[src/rtl/msm_pkg.sv]
// shared types and codes for the multi-stack shared memory block
package msm_pkg;

	localparam int SIZE_W = 7;
	localparam int NUM_W  = 5;
	localparam int IDX_W  = 4;
	localparam int DATA_W = 32;
	localparam int CALC_W = 12;

	typedef enum logic [1:0] {
		MODE_PUSH = 2'd0,
		MODE_POP  = 2'd1,
		MODE_DUMP = 2'd2,
		MODE_RSV  = 2'd3
	} mode_t;

	localparam logic [1:0] STAT_OK      = 2'd0;
	localparam logic [1:0] STAT_INVALID = 2'd1;
	localparam logic [1:0] STAT_FULL    = 2'd2;
	localparam logic [1:0] STAT_EMPTY   = 2'd3;

	localparam logic CFG_STACK_SIZE = 1'b0;
	localparam logic CFG_NUM_STACKS = 1'b1;

	typedef enum logic [1:0] {
		ST_IDLE,
		ST_RESP,
		ST_DUMP
	} state_t;

endpackage

[src/rtl/multi_stack_shared_memory.sv]
// top level: several fixed-size stacks sharing one element memory
//
// input channel: in_valid/in_stall with mode, stack_index, push_value.
// output channel: out_valid/out_stall with status, data_value, last.
// configuration: cfg_we writes cfg_data into register cfg_index
// (0 stack_size, 1 num_stacks); write only while the block is idle.
// every input transfer yields one or more results; the final one has last set.
// push, pop and refused requests are accepted, decoded and given their memory
// access in the idle state; the result register loads in the response state.
// a dump walks its elements with one memory read per element, bounded by
// the single read port of the element memory.
// a new item is taken only after the previous item's last result has
// entered the output register; that register holds while out_stall is high,
// and a stall on the output stops the walk of a dump.
// reset clears all fill counts and loads stack_size 64, num_stacks 1;
// the element memory is not cleared, and no clearing pass runs.
module multi_stack_shared_memory import msm_pkg::*; #(
	parameter int MEM_DEPTH  = 64,
	parameter int MAX_STACKS = 16
) (
	input  logic                     clk,
	input  logic                     arst_n,
	input  logic                     cfg_we,
	input  logic                     cfg_index,
	input  logic [SIZE_W-1:0]        cfg_data,
	input  logic                     in_valid,
	output logic                     in_stall,
	input  logic [1:0]               mode,
	input  logic [IDX_W-1:0]         stack_index,
	input  logic signed [DATA_W-1:0] push_value,
	output logic                     out_valid,
	input  logic                     out_stall,
	output logic [1:0]               status,
	output logic signed [DATA_W-1:0] data_value,
	output logic                     last
);

	logic [SIZE_W-1:0] stack_size_q;
	logic [NUM_W-1:0]  num_stacks_q;

	always_ff @(posedge clk or negedge arst_n) begin
		if (!arst_n) begin
			stack_size_q <= SIZE_W'(64);
			num_stacks_q <= NUM_W'(1);
		end else if (cfg_we) begin
			case (cfg_index)
				CFG_STACK_SIZE: stack_size_q <= cfg_data;
				CFG_NUM_STACKS: num_stacks_q <= cfg_data[NUM_W-1:0];
				default: ;
			endcase
		end
	end

	msm_ctrl #(
		.MEM_DEPTH  (MEM_DEPTH),
		.MAX_STACKS (MAX_STACKS)
	) u_ctrl (
		.clk         (clk),
		.arst_n      (arst_n),
		.stack_size  (stack_size_q),
		.num_stacks  (num_stacks_q),
		.in_valid    (in_valid),
		.in_stall    (in_stall),
		.mode        (mode),
		.stack_index (stack_index),
		.push_value  (push_value),
		.out_valid   (out_valid),
		.out_stall   (out_stall),
		.status      (status),
		.data_value  (data_value),
		.last        (last)
	);

endmodule

[src/rtl/msm_mem.sv]
// element memory: one write port, one registered read port
module msm_mem #(
	parameter int DEPTH = 64,
	parameter int AW    = 6
) (
	input  logic                     clk,
	input  logic                     we,
	input  logic [AW-1:0]            waddr,
	input  logic signed [31:0]       wdata,
	input  logic                     re,
	input  logic [AW-1:0]            raddr,
	output logic signed [31:0]       rdata
);

	logic signed [31:0] mem [DEPTH];

	always_ff @(posedge clk) begin
		if (we) begin
			mem[waddr] <= wdata;
		end
	end

	always_ff @(posedge clk) begin
		if (re) begin
			rdata <= mem[raddr];
		end
	end

endmodule

[src/rtl/msm_ctrl.sv]
// operation sequencer: fill counts, memory access and result register
module msm_ctrl import msm_pkg::*; #(
	parameter int MEM_DEPTH  = 64,
	parameter int MAX_STACKS = 16
) (
	input  logic                     clk,
	input  logic                     arst_n,
	input  logic [SIZE_W-1:0]        stack_size,
	input  logic [NUM_W-1:0]         num_stacks,
	input  logic                     in_valid,
	output logic                     in_stall,
	input  logic [1:0]               mode,
	input  logic [IDX_W-1:0]         stack_index,
	input  logic signed [DATA_W-1:0] push_value,
	output logic                     out_valid,
	input  logic                     out_stall,
	output logic [1:0]               status,
	output logic signed [DATA_W-1:0] data_value,
	output logic                     last
);

	localparam int AW = $clog2(MEM_DEPTH);
	localparam int CW = $clog2(MEM_DEPTH + 1);
	localparam int SW = (MAX_STACKS > 1) ? $clog2(MAX_STACKS) : 1;

	state_t state_q, state_d;

	logic [CW-1:0]     counts_q [MAX_STACKS];
	logic [CW-1:0]     cnt;
	logic [CALC_W-1:0] base, push_slot, pop_slot;
	logic              sel_valid, full, empty;
	logic              do_push, do_pop, do_dump;
	logic [1:0]        dec_status;

	logic [1:0]        resp_status_q;
	logic              pop_q;
	logic [CALC_W-1:0] base_q;
	logic [CW-1:0]     n_q, i_q, i_next;
	logic              rd_oob_q;
	logic              dump_last;

	logic              acc, out_free, emit;
	logic              mem_we, mem_re;
	logic [CALC_W-1:0] raddr_full;
	logic signed [DATA_W-1:0] rdata, rd_val;

	logic              out_valid_q, last_q;
	logic [1:0]        status_q;
	logic signed [DATA_W-1:0] data_q;
	logic [1:0]        emit_status;
	logic signed [DATA_W-1:0] emit_data;
	logic              emit_last;

	// request decode
	always_comb begin
		sel_valid = (mode != MODE_RSV)
			&& ({1'b0, stack_index} < num_stacks)
			&& ({1'b0, stack_index} < NUM_W'(MAX_STACKS));
		cnt       = counts_q[stack_index[SW-1:0]];
		base      = CALC_W'(stack_index) * CALC_W'(stack_size);
		push_slot = base + CALC_W'(cnt);
		pop_slot  = push_slot - CALC_W'(1);
		full      = (SIZE_W'(cnt) >= stack_size) || (push_slot >= CALC_W'(MEM_DEPTH));
		empty     = (cnt == '0);
		do_push   = 1'b0;
		do_pop    = 1'b0;
		do_dump   = 1'b0;
		dec_status = STAT_OK;
		if (!sel_valid) begin
			dec_status = STAT_INVALID;
		end else if (mode == MODE_PUSH) begin
			if (full) begin
				dec_status = STAT_FULL;
			end else begin
				do_push = 1'b1;
			end
		end else if (empty) begin
			dec_status = STAT_EMPTY;
		end else if (mode == MODE_POP) begin
			do_pop = 1'b1;
		end else begin
			do_dump = 1'b1;
		end
	end

	assign out_free  = !out_valid_q || !out_stall;
	assign i_next    = i_q + CW'(1);
	assign dump_last = (i_next == n_q);
	assign rd_val    = rd_oob_q ? '0 : rdata;

	// next state
	always_comb begin
		state_d = state_q;
		unique case (state_q)
			ST_IDLE: begin
				if (in_valid) begin
					state_d = do_dump ? ST_DUMP : ST_RESP;
				end
			end
			ST_RESP: begin
				if (out_free) begin
					state_d = ST_IDLE;
				end
			end
			ST_DUMP: begin
				if (out_free && dump_last) begin
					state_d = ST_IDLE;
				end
			end
			default: state_d = ST_IDLE;
		endcase
	end

	// state outputs
	always_comb begin
		in_stall    = 1'b1;
		acc         = 1'b0;
		emit        = 1'b0;
		mem_we      = 1'b0;
		mem_re      = 1'b0;
		raddr_full  = base;
		emit_status = STAT_OK;
		emit_data   = '0;
		emit_last   = 1'b1;
		unique case (state_q)
			ST_IDLE: begin
				in_stall = 1'b0;
				acc      = in_valid;
				mem_we   = in_valid && do_push;
				mem_re   = in_valid && (do_pop || do_dump);
				raddr_full = do_pop ? pop_slot : base;
			end
			ST_RESP: begin
				emit        = out_free;
				emit_status = resp_status_q;
				emit_data   = pop_q ? rd_val : '0;
			end
			ST_DUMP: begin
				emit       = out_free;
				emit_data  = rd_val;
				emit_last  = dump_last;
				mem_re     = out_free && !dump_last;
				raddr_full = base_q + CALC_W'(i_next);
			end
			default: begin
				in_stall = 1'b1;
			end
		endcase
	end

	always_ff @(posedge clk or negedge arst_n) begin
		if (!arst_n) begin
			state_q <= ST_IDLE;
		end else begin
			state_q <= state_d;
		end
	end

	always_ff @(posedge clk or negedge arst_n) begin
		if (!arst_n) begin
			for (int k = 0; k < MAX_STACKS; k++) begin
				counts_q[k] <= '0;
			end
		end else if (acc && do_push) begin
			counts_q[stack_index[SW-1:0]] <= cnt + CW'(1);
		end else if (acc && do_pop) begin
			counts_q[stack_index[SW-1:0]] <= cnt - CW'(1);
		end
	end

	always_ff @(posedge clk) begin
		if (acc) begin
			resp_status_q <= dec_status;
			pop_q         <= do_pop;
			base_q        <= base;
			n_q           <= cnt;
		end
		if (acc) begin
			i_q <= '0;
		end else if (state_q == ST_DUMP && emit) begin
			i_q <= i_next;
		end
		if (mem_re) begin
			rd_oob_q <= (raddr_full >= CALC_W'(MEM_DEPTH));
		end
	end

	always_ff @(posedge clk or negedge arst_n) begin
		if (!arst_n) begin
			out_valid_q <= 1'b0;
		end else if (emit) begin
			out_valid_q <= 1'b1;
		end else if (!out_stall) begin
			out_valid_q <= 1'b0;
		end
	end

	always_ff @(posedge clk) begin
		if (emit) begin
			status_q <= emit_status;
			data_q   <= emit_data;
			last_q   <= emit_last;
		end
	end

	msm_mem #(
		.DEPTH (MEM_DEPTH),
		.AW    (AW)
	) u_mem (
		.clk   (clk),
		.we    (mem_we),
		.waddr (push_slot[AW-1:0]),
		.wdata (push_value),
		.re    (mem_re),
		.raddr (raddr_full[AW-1:0]),
		.rdata (rdata)
	);

	assign out_valid  = out_valid_q;
	assign status     = status_q;
	assign data_value = data_q;
	assign last       = last_q;

endmodule

[config.mk]
export PLATFORM = sky130hd
export DESIGN_NAME = multi_stack_shared_memory
export DESIGN_NICKNAME = d
export VERILOG_FILES = /design/src/rtl/msm_pkg.sv /design/src/rtl/multi_stack_shared_memory.sv /design/src/rtl/msm_mem.sv /design/src/rtl/msm_ctrl.sv
export SDC_FILE = /design/constraint.sdc
export NUM_CORES = 2
export LEC_CHECK = 0
export ABC_AREA = 1
export BUFFER_PORTS_ARGS = -buffer_cell sky130_fd_sc_hd__buf_2
export CORE_MARGIN = 4
export CORE_UTILIZATION = 45
export DETAILED_ROUTE_END_ITERATION = 10
export GPL_ROUTABILITY_DRIVEN = 0
export PLACE_DENSITY = 0.62
export SLEW_MARGIN = 15
export SYNTH_ARGS = -nofsm -noshare
export SYNTH_HDL_FRONTEND = slang
export SYNTH_SLANG_ARGS = --single-unit
[constraint.sdc]
create_clock -name clk -period 11.9 [get_ports clk]
set_input_delay 0 -clock clk [delete_from_list [all_inputs] [get_ports clk]]
set_output_delay 0 -clock clk [all_outputs]
set_load 0.05 [all_outputs]
==> results.md <==
* Required time worst endpoint at 12620 ps
* Max Slew Vio Count at 0
* Total congestion overflow at 0
* Status: complete, no violations
* Synthesized area per cell at 10.8 um2
* Relative slew slack at 0.156
* Synth Instances at 9398
* Yosys reg bits at 2271
* CP arrival at 8700 ps
* Type of the worst min-delay path: in2reg
* Largest net degree at the start of global routing at 180
* Pre-antenna DRT Iters at 6
* Sequential fraction of the synthesis area at 0.664
* Hpwl dp at 164000 um
* Final Hold Violating Endpoints at 0
* Root buffer cell: clkbuf_16
* Post-synth top flop: edfxtp_1
* Min Tclk post-route at 7990 ps
* DIE HEIGHT at 483 um
* Htree depth at 4
* Drc violations at 0
* Clock Path Buffers at 3
* Share of the synthesized area in the top cell type at 0.631
* Top-count cell post-synth: nand3_1
* P&R area growth vs syn at 11.4%
* Yosys top cell by area: edfxtp_1
* Cell Pwr Density at 229 nW/um2
* Crit path largest cell delay at 1010 ps
* WP buf/inv at 9
* Critical path endpoint category: register
* Gr usage total at 0.253
* Peak VDD IR at 0.000254 V
* Via Count at 70921
* DR iter-0 viols at 8805
* Ys Warns at 0
* Final #Nets at 9462
* FFs w/ async S/R, synth at 0.0559
* Worst Tran Pin Value at 1270 ps
* Die Area at 234000 um2
* Clock skew at 56.1 ps
* CTS resizes at 0
* CTS tree: done
* Lkg Pwr at 44.9 nW
* Hold-fix buffers, CTS at 72
* Reg area at 67500 um2
* Fin crit share at 0.671
* CP max-delay cell: buf_4
* Die span in x at 483 um
* Synthesized Nets at 9509
* Final-report setup violation count at 0
* Core Box Area at 225000 um2
* Synth top cells by count: nand3_1 (2237), edfxtp_1 (2137), nand2_1 (1804)
* Clk slew on worst S/H paths at 60 ps
* Worst-path fanout max at 63
* First-pass GRT wire length at 450000 um
* Fin Setup TNS at 0 ps
* # Max-Cap Violations at 0
* Mapped Area at 102000 um2
* Fillers at 19671
* Crit start category: primary input
* Yosys cell types at 48
* Area contributors post-synth: edfxtp_1 (63%), nand3_1 (11%), nand2_1 (6.7%)
* Starting density of the core at 0.452
* Clock Sinks at 2271
* Dpl cells at 12036
* TritonCTS Buffers at 229
* WL final at 305000 um
* Multi-input gate area at 27200 um2
* Final std cells w/o fill at 12549
* Number of synthesized flops with an enable pin at 2137
* Fmax at 0.125 GHz
* Postcts setup bufs at 0
* Average wire per standard cell at 24.3 um
* Initial antenna violation count at 14
* Layout cells sized above 1 at 0.0713
* Post-DR vias/cell at 5.65
* Worst path top cell family by delay: buffers and inverters
* Row Count at 174
* Num ports at 88
* Vias in the first global route at 67848
* Clk_lat worst skew at 880 ps
* Critical path type: in2reg
* Detail Route Antenna Nets at 0
* IO buf count at 87
* RSZ-0062 raised after global routing: false
==> sequential cells by signal (all words and copies together) (netlist names), 5 cells and up <==
| name | flops |
|---|---|
| u_ctrl.i_q | 7 |
| num_stacks_q | 5 |
| u_ctrl.n_q | 7 |
| u_ctrl.data_value | 32 |
| stack_size_q | 7 |
| u_ctrl.u_mem.mem | 2048 |
| u_ctrl.base_q | 11 |
| u_ctrl.counts_q | 112 |
| u_ctrl.u_mem.rdata | 32 |
==> cell type report <==
| type | count | share of cell area |
|---|---|---|
| Clock buffer | 290 | 0.0534 |
| Timing Repair Buffer | 315 | 0.0239 |
| Multi-Input combinational cell | 5225 | 0.240 |
| Inverter | 1309 | 0.0436 |
| Sequential cell | 2271 | 0.596 |
| Clock inverter | 121 | 0.00908 |
| Antenna cell | 26 | 0.000575 |
| Tap cell | 2992 | 0.0331 |
==> layout by cell type (no fill, tap or decap), types with 48 or more instances in the layout <==
cell	count
buf_2	76
buf_4	140
clkbuf_1	54
clkbuf_16	230
clkinv_1	56
dfrtp_1	125
dlygate4sd3_1	71
edfxtp_1	2137
ha_1	48
inv_1	1289
nand2_1	1803
nand3_1	2231
nand3b_1	760
nor2_1	48
nor2_4	66
o21ai_0	56
==> through the flow <==
stage	setup slack (ps)	power (mW)	hold slack (ps)	area, um2	util
finish	3910	25.9	71.2	113000	0.504
detailed placement	3690	19.0	164	105000	0.468
CTS	4090	25.9	17.7	113000	0.503
global route	3520	27.0	72.4	113000	0.504
floorplan	5940	15.4	-296	102000	-
global placement	3860	19.0	147	105000	0.468
==> path summary, 6_finish.rpt <==
check | startpoint | to | slack, ps | depth (start not counted)
hold reg to reg | u_ctrl.counts_q[82] | u_ctrl.counts_q[82] | 480 | 2
hold / removal | push_value[14] | u_ctrl.u_mem.mem[63][14] | 70 | 2
max in group asynchronous | arst_n | u_ctrl.counts_q[71] | 10910 | 4
setup / recovery | stack_index[1] | u_ctrl.u_mem.rdata[18] | 3910 | 26
min in group asynchronous | arst_n | num_stacks_q[0] | 230 | 3
setup reg to reg | u_ctrl.counts_q[84] | u_ctrl.u_mem.rdata[14] | 4390 | 22
==> layer usage <==
metal	vias to the layer above	GRT usage	wire length, um
met4	4	0.108	13800
met2	3363	0.409	143000
met3	568	0.0354	24800
met5	-	0	27
met1	34988	0.345	123000
li1	31998	-	-
==> logic make-up after synthesis <==
family	Yosys count	share of synthesized area
buffers and inverters	1902	0.0744
AOI/OAI and AO/OA	129	0.00725
DFF	2271	0.664
xor gates and xnor gates	26	0.00231
adders and majority gates	60	0.00827
and+or+nand+nor	5010	0.244
==> report_power, final <==
group / internal (mW) / leakage [nW] / switching, mW / total [mW]
Sequential: 8.95 / 21.0 / 0.0855 / 9.03
Clock: 3.83 / 3.44 / 3.08 / 6.92
Combinational: 2.42 / 20.4 / 7.52 / 9.94
No activity file was read; power rests on OpenSTA's default activity.
